## src/rtl/core/assert_macros.svh

```systemverilog
// assertion macros shared by the rtl/core files
// no dependencies; the files that check their own logic include this header
`ifndef ASSERT_MACROS_SVH
`define ASSERT_MACROS_SVH
`ifndef SYNTH
`define XRG_ASSERT(label, prop, msg) \
  label: assert property (@(posedge clk) disable iff (rst) prop) else $error(msg);
`define XRG_ASSERT_NEXT(label, ante, cons, msg) \
  label: assert property (@(posedge clk) disable iff (rst) ante |=> cons) else $error(msg);
`else
`define XRG_ASSERT(label, prop, msg)
`define XRG_ASSERT_NEXT(label, ante, cons, msg)
`endif
`endif

```

## src/rtl/core/xrg_pkg.sv

```systemverilog
// types, codes and constants of the xoroshiro range generator
// no dependencies; used by every module in rtl/core
package xrg_pkg;

  localparam int unsigned DATA_W = 64;
  localparam int unsigned CNT_W  = $clog2(DATA_W);

  localparam logic [DATA_W-1:0] TIME_MIX_MASK = 64'h0000_0000_AAAA_5555;
  localparam logic [DATA_W-1:0] SIGN_BIT      = 64'h8000_0000_0000_0000;
  localparam logic [DATA_W-1:0] SIGNED_MIN    = 64'h8000_0000_0000_0000;
  localparam logic [DATA_W-1:0] SIGNED_MAX    = 64'h7FFF_FFFF_FFFF_FFFF;
  localparam logic [DATA_W-1:0] UNSIGNED_MAX  = 64'hFFFF_FFFF_FFFF_FFFF;

  localparam int unsigned ROT_A   = 24;
  localparam int unsigned SHIFT_B = 16;
  localparam int unsigned ROT_C   = 37;
  localparam int unsigned ROT_OUT = 7;

  typedef enum logic [1:0] {
    CMD_DRAW_UNSIGNED = 2'd0,
    CMD_DRAW_SIGNED   = 2'd1,
    CMD_SEED_WORDS    = 2'd2,
    CMD_SEED_TIME     = 2'd3
  } cmd_t;

  typedef enum logic [2:0] {
    ST_IDLE,
    ST_MULT,
    ST_CHECK,
    ST_DIVIDE,
    ST_SUM,
    ST_FINISH
  } state_t;

  typedef struct packed {
    logic load;
    logic advance;
  } gen_ctrl_t;

  typedef struct packed {
    logic busy;
    logic done;
  } mod_status_t;

  function automatic logic [DATA_W-1:0] rotl64(input logic [DATA_W-1:0] x,
                                               input int unsigned k);
    return (x << k) | (x >> (DATA_W - k));
  endfunction

endpackage

```

## src/rtl/core/xrg_gen.sv

```systemverilog
// xoroshiro128** state words, state update and scrambled output
// depends on xrg_pkg
module xrg_gen import xrg_pkg::*; (
  input  logic              clk,
  input  logic              rst,
  input  gen_ctrl_t         ctrl,
  input  logic [DATA_W-1:0] seed_zero,
  input  logic [DATA_W-1:0] seed_one,
  output logic [DATA_W-1:0] raw
);

  logic [DATA_W-1:0] word_zero;
  logic [DATA_W-1:0] word_one;
  logic [DATA_W-1:0] mixed_b;
  logic [DATA_W-1:0] prod5;
  logic [DATA_W-1:0] rot_prod;

  assign mixed_b  = word_one ^ word_zero;
  assign rot_prod = rotl64(prod5, ROT_OUT);

  always_ff @(posedge clk) begin
    if (rst) begin
      word_zero <= '0;
      word_one  <= DATA_W'(1);
    end else if (ctrl.load) begin
      word_zero <= seed_zero;
      word_one  <= seed_one;
    end else if (ctrl.advance) begin
      word_zero <= rotl64(word_zero, ROT_A) ^ mixed_b ^ (mixed_b << SHIFT_B);
      word_one  <= rotl64(mixed_b, ROT_C);
    end
  end

  // output scrambler split into registered steps: s0*5 into prod5, then rotl(.,7)*9 into raw
  always_ff @(posedge clk) begin
    if (ctrl.advance) begin
      prod5 <= word_zero + {word_zero[DATA_W-3:0], 2'b00};
    end
    raw <= rot_prod + {rot_prod[DATA_W-4:0], 3'b000};
  end

endmodule

```

## src/rtl/core/xrg_mod.sv

```systemverilog
// bit-serial restoring remainder unit, one dividend bit per cycle
// depends on xrg_pkg and assert_macros.svh
`include "assert_macros.svh"
module xrg_mod import xrg_pkg::*; (
  input  logic              clk,
  input  logic              rst,
  input  logic              start,
  input  logic [DATA_W-1:0] dividend,
  input  logic [DATA_W-1:0] divisor,
  output mod_status_t       status,
  output logic [DATA_W-1:0] remainder
);

  logic             busy;
  logic             done;
  logic [CNT_W-1:0] count;
  logic [DATA_W-1:0] dvd;
  logic [DATA_W-1:0] dsr;
  logic [DATA_W-1:0] rem;
  logic [DATA_W:0]   trial;
  logic [DATA_W:0]   diff;
  logic [DATA_W-1:0] rem_next;

  assign trial    = {rem, dvd[DATA_W-1]};
  assign diff     = trial - {1'b0, dsr};
  // borrow means the shifted remainder is still below the divisor
  assign rem_next = diff[DATA_W] ? trial[DATA_W-1:0] : diff[DATA_W-1:0];

  always_ff @(posedge clk) begin
    if (rst) begin
      busy  <= 1'b0;
      done  <= 1'b0;
      count <= '0;
    end else begin
      done <= 1'b0;
      if (start) begin
        busy  <= 1'b1;
        count <= '0;
      end else if (busy) begin
        count <= count + CNT_W'(1);
        if (count == CNT_W'(DATA_W - 1)) begin
          busy <= 1'b0;
          done <= 1'b1;
        end
      end
    end
  end

  always_ff @(posedge clk) begin
    if (start) begin
      rem <= '0;
      dvd <= dividend;
      dsr <= divisor;
    end else if (busy) begin
      rem <= rem_next;
      dvd <= {dvd[DATA_W-2:0], 1'b0};
    end
  end

  assign status.busy = busy;
  assign status.done = done;
  assign remainder   = rem;

  `XRG_ASSERT(a_start_idle, start |-> !busy, "remainder unit started while busy")
  `XRG_ASSERT(a_fell_done, $fell(busy) |-> done, "busy dropped without done")
  `XRG_ASSERT(a_rem_range, done |-> (rem < dsr), "remainder not below divisor")

endmodule

```

## src/rtl/core/xoroshiro_range_generator.sv

```systemverilog
// xoroshiro128** generator with bounded draws in [lo, hi), modulo bias kept;
// an empty range gives lo, a full range the raw value. Seeding commands load
// the state words and give no result. A draw passes MULT, CHECK and FINISH,
// and if its range is neither empty nor full also DIVIDE, where the bit-serial
// remainder unit spends one cycle per bit of the 64-bit generator value, and SUM.
// One item is handled at a time; a finished result sits in the output register
// while the next item is taken in. Depends on xrg_pkg, xrg_gen, xrg_mod and assert_macros.svh.
`include "assert_macros.svh"
module xoroshiro_range_generator import xrg_pkg::*; (
  input  logic              clk,
  input  logic              rst,
  input  logic              item_valid,
  output logic              item_stall,
  input  logic [1:0]        command,
  input  logic [DATA_W-1:0] first_operand,
  input  logic [DATA_W-1:0] second_operand,
  output logic              result_valid,
  input  logic              result_stall,
  output logic [DATA_W-1:0] random_value
);

  state_t state, state_next;

  logic              accept;
  logic              is_draw;
  logic              out_free;
  logic              out_load;
  logic              mod_start;
  gen_ctrl_t         gen_ctrl;
  mod_status_t       mod_status;
  logic [DATA_W-1:0] time_mix;
  logic [DATA_W-1:0] seed_zero;
  logic [DATA_W-1:0] seed_one;
  logic [DATA_W-1:0] raw;
  logic [DATA_W-1:0] remainder;

  logic              signed_draw;
  logic [DATA_W-1:0] lo;
  logic [DATA_W-1:0] hi;
  logic              empty;
  logic              full;
  logic [DATA_W-1:0] span;
  logic [DATA_W-1:0] res;

  assign accept   = item_valid && !item_stall;
  assign is_draw  = (cmd_t'(command) == CMD_DRAW_UNSIGNED) ||
                    (cmd_t'(command) == CMD_DRAW_SIGNED);
  assign out_free = !result_valid || !result_stall;

  assign time_mix  = {first_operand[31:0], 32'h0} | (first_operand & TIME_MIX_MASK);
  assign seed_zero = (cmd_t'(command) == CMD_SEED_WORDS) ? first_operand : time_mix;
  assign seed_one  = (cmd_t'(command) == CMD_SEED_WORDS) ? second_operand : ~time_mix;

  always_comb begin
    state_next = state;
    unique case (state)
      ST_IDLE:   if (accept && is_draw) state_next = ST_MULT;
      ST_MULT:   state_next = ST_CHECK;
      ST_CHECK:  state_next = (empty || full) ? ST_FINISH : ST_DIVIDE;
      ST_DIVIDE: if (mod_status.done) state_next = ST_SUM;
      ST_SUM:    state_next = ST_FINISH;
      ST_FINISH: if (out_free) state_next = ST_IDLE;
      default:   state_next = ST_IDLE;
    endcase
  end

  always_comb begin
    item_stall       = (state != ST_IDLE);
    gen_ctrl.load    = accept && !is_draw;
    gen_ctrl.advance = accept && is_draw;
    mod_start        = (state == ST_CHECK) && !empty && !full;
    out_load         = (state == ST_FINISH) && out_free;
  end

  always_ff @(posedge clk) begin
    if (rst) begin
      state <= ST_IDLE;
    end else begin
      state <= state_next;
    end
  end

  always_ff @(posedge clk) begin
    if (accept) begin
      signed_draw <= (cmd_t'(command) == CMD_DRAW_SIGNED);
      lo          <= first_operand;
      hi          <= second_operand;
    end
    if (state == ST_MULT) begin
      // signed compare by flipping the sign bits
      empty <= signed_draw ? ((hi ^ SIGN_BIT) <= (lo ^ SIGN_BIT)) : (hi <= lo);
      full  <= signed_draw ? (lo == SIGNED_MIN && hi == SIGNED_MAX)
                           : (lo == '0 && hi == UNSIGNED_MAX);
      span  <= hi - lo;
    end
    if (state == ST_CHECK) begin
      res <= empty ? lo : raw;
    end
    if (state == ST_SUM) begin
      res <= lo + remainder;
    end
    if (out_load) begin
      random_value <= res;
    end
  end

  always_ff @(posedge clk) begin
    if (rst) begin
      result_valid <= 1'b0;
    end else if (out_load) begin
      result_valid <= 1'b1;
    end else if (!result_stall) begin
      result_valid <= 1'b0;
    end
  end

  xrg_gen u_gen (
    .clk       (clk),
    .rst       (rst),
    .ctrl      (gen_ctrl),
    .seed_zero (seed_zero),
    .seed_one  (seed_one),
    .raw       (raw)
  );

  xrg_mod u_mod (
    .clk       (clk),
    .rst       (rst),
    .start     (mod_start),
    .dividend  (raw),
    .divisor   (span),
    .status    (mod_status),
    .remainder (remainder)
  );

  `XRG_ASSERT_NEXT(a_draw_starts, (accept && is_draw), (state == ST_MULT), "draw not started")
  `XRG_ASSERT(a_result_src, $rose(result_valid) |-> ($past(state) == ST_FINISH), "stray result")
  `XRG_ASSERT(a_done_in_div, mod_status.done |-> (state == ST_DIVIDE), "remainder done off state")

endmodule

```

## config.mk

```make
export PLATFORM = sky130hd
export DESIGN_NAME = xoroshiro_range_generator
export DESIGN_NICKNAME = d
export VERILOG_FILES = /design/src/rtl/core/xrg_pkg.sv /design/src/rtl/core/xrg_gen.sv /design/src/rtl/core/xrg_mod.sv /design/src/rtl/core/xoroshiro_range_generator.sv
export VERILOG_INCLUDE_DIRS = /design/src /design/src/rtl/core
export SDC_FILE = /design/constraint.sdc
export NUM_CORES = 2
export LEC_CHECK = 0
export ABC_AREA = 1
export BUFFER_PORTS_ARGS = -buffer_cell sky130_fd_sc_hd__buf_4
export CELL_PAD_IN_SITES_DETAIL_PLACEMENT = 1
export CELL_PAD_IN_SITES_GLOBAL_PLACEMENT = 1
export CORE_ASPECT_RATIO = 0.9
export CORE_UTILIZATION = 49
export CTS_CLUSTER_DIAMETER = 40
export DETAILED_ROUTE_END_ITERATION = 10
export PLACE_DENSITY = 0.91
export SYNTH_ARGS = -nofsm -noshare
export SYNTH_HDL_FRONTEND = slang
export SYNTH_HIERARCHICAL = 1
export SYNTH_SLANG_ARGS = --single-unit
```

## constraint.sdc

```tcl
create_clock -name clk -period 18.95 [get_ports clk]
set_input_delay 2.8425 -clock clk [delete_from_list [all_inputs] [get_ports clk]]
set_output_delay 2.8425 -clock clk [all_outputs]
set_load 0.1 [all_outputs]
```

==> results.md <==
* Largest net degree at the start of global routing at between 100 and 150
* Global Route Usage Sum at 48.6%
* CP arrival at 6460 ps
* CP delay by family, top: buffers and inverters
* Syn_nets at ~9700
* Core footprint at 121000 sq um
* Max-cap violations at 0
* Min Tclk post-route at about 5800 ps
* Post-synthesis average cell area at around 6.4 sq um
* Nets at 9945
* CP endpoint kind: register
* Port Buf Inserts at about 200
* Slew HR at between 10% and 20%
* Final Hold Viols at 0
* Root buffer cell: clkbuf_16
* Crit start category: input port
* Worst IR Drop VDD at roughly 0.17 mV
* DR WL/cell at between 20 and 30 um
* Drt total wl at 307000 um
* Pwr dens at around 140 nW/um^2
* GPL Wtd Cong at between 1 and 1.5
* Die X at ~370 um
* Vias at roughly 66000
* DRC viols at 0
* CP Max Fanout at 92
* Total power at around 9 mW
* Critical Path Start: item_valid
* Final std cells w/o fill at ~11000
* CP Class: in2reg
* Hold_ws at ~400 ps
* Clock Tree Buf Depth at 3
* Starting Density at 49.4%
* CP dominant cell by count: buf_4
* Final setup violation count at 0
* Leakage at ~35 nW
* Inst Count DP at 11000
* Worst skew pair latency at 800 ps
* Measured slew at the worst slew-check pin at approximately 1200 ps
* Ports at 200
* Mapped Area at about 60000 sq um
* Grt ovf at 0
* Placed Area at 62900 sq um
* Postcts setup bufs at 0
* Vias in the first global route at 66100
* Area of the multi-input gates at between 30000 and 40000 sq um
* F_max at 0.173 GHz
* 1st-pass router iterations at 9
* Min-delay src: res[16]$_DFFE_PP_
* Reg2reg start: state[0]$_SDFFE_PP0P_
* Initial antenna violation count at 41
* Detailed Route Iter0 Violations at approximately 8000
* Final Slew Violations at 0
* Final cycle utilization of the critical path at 30.5%
* Total CTS buffers at 115
* Status: complete, no violations
* Synth-to-layout area growth at 12.2%
* Yosys Warn Count at 6
* Htree depth at 3
* FF+latch area at 20800 sq um
* Hold Path Class: reg2reg
* RSZ-0062 raised after global routing: false
* Share of layout cells above drive strength 1 at roughly 7%
* Resize count post-CTS at 0
* Final Skew at roughly 63 ps
* Final TNS setup at 0 ps
* WP data required at about 20000 ps
* Buf/Inv on CP at 5
* First-pass GRT wire length at about 440000 um
* Die Area at 123000 sq um
* Critical Path Slowest Stage Cell: buf_4
* Routed Antenna Nets at 0
* Row count at 121
* Chip height at 333 um
* Placed wire-length estimate at about 240000 um
* Cell breakdown of the critical path: buf_4 > inv_1 > nor3_2 > buf_4 > inv_1 > nor2_4 > buf_4 > nand3_1 > a31oi_1
* Fillcell total at ~16000
* CTS Hold Bufs at 0
* Post-Synthesis Cells at a little over 9000
* Finished Cell Area at 67100 sq um
* Largest stage delay, worst path at 950 ps
* Clk slew on worst S/H paths at approximately 60 ps
* Vias per inst at 5.89
* CTS tree: yes
* CTS Sinks at 783
-- where the power goes --
group	internal, mW	switching, mW	leakage, nW	total, mW
clock	1.35	0.958	1.97	2.31
sequential	2.46	0.572	6.97	3.04
combinational	0.944	2.83	25.9	3.78
-- placed cells by master, fill, tap and decap left out, types with 7 or more instances in the layout --
cell type / instances
nor3_1: 52
nand4_1: 87
inv_2: 19
clkinv_2: 9
or2_2: 35
inv_8: 17
nor2_1: 635
nand2_1: 3910
clkinv_4: 7
buf_4: 225
nand3b_1: 8
ha_1: 314
o21ai_1: 7
nor3_2: 12
o21bai_1: 33
diode_2: 23
bufinv_16: 11
clkbuf_8: 8
nand3_2: 22
clkbuf_16: 117
nor4_1: 18
a21o_1: 13
clkbuf_1: 17
a31oi_1: 131
nand3_1: 388
xor2_1: 203
nor2_2: 52
nand2_2: 56
inv_6: 16
clkinvlp_4: 11
o21ai_0: 189
edfxtp_1: 515
dfxtp_1: 268
inv_1: 1778
a21oi_1: 284
xnor2_1: 46
nor2_4: 18
-- metal layers --
layer | routed length (um) | global-route usage (%) | up-vias
li1 | - | - | 29100
met1 | 114000 | 57.6 | 31700
met2 | 131000 | 73.7 | 4053
met3 | 32900 | 13.3 | 1216
met4 | 29300 | 39.0 | 30
met5 | 288 | 0.628 | -
-- worst reg2reg max path: cells and delay by family (launching register included) --
family,cells,cell delay [ps]
and+or+nand+nor,5,1880
DFF,1,400
buffers and inverters,5,2370
AOI/OAI and AO/OA,1,200
-- state kept, by name, indices dropped and copies added (netlist names), 3 cells and up --
signal / flops
hi: 64
lo: 64
random_value: 64
res: 64
span: 64
state: 3
u_gen/prod5: 64
u_gen/raw: 64
u_gen/word_one: 64
u_gen/word_zero: 64
u_mod/count: 6
u_mod/dsr: 64
u_mod/dvd: 64
u_mod/remainder: 64
-- per-stage QoR --
stage                     setup WS (ps)  utilization, %
after detailed placement          12540            52.0
after global placement            12710            52.0
after CTS                         13340            55.4
final                             13180            55.4
after floorplan                   10080               -
after global routing              12960            55.4
-- path summary, 6_finish.rpt --
kind / to / slack [ps] / depth (start not counted)
worst max register to register: u_gen/word_one[27]$_SDFFE_PP0P_ / 14010 / 11
worst min register to register: random_value[16]$_DFFE_PP_ / 390 / 0
worst min-delay path: random_value[16]$_DFFE_PP_ / 390 / 0
worst max-delay path: u_gen/word_one[27]$_SDFFE_PP0P_ / 13180 / 9
-- cell type report --
type                    instances  share of cell area, %
diodes                         23                 0.0858
clock inverters                78                   1.45
well taps                    1599                   2.98
inverters                    1798                   10.1
flip-flops and latches        783                   31.1
clock buffers                 142                   4.62
multi-input cells            6569                   47.2
repair buffers                225                   2.52
No activity file was read; power rests on OpenSTA's default activity.
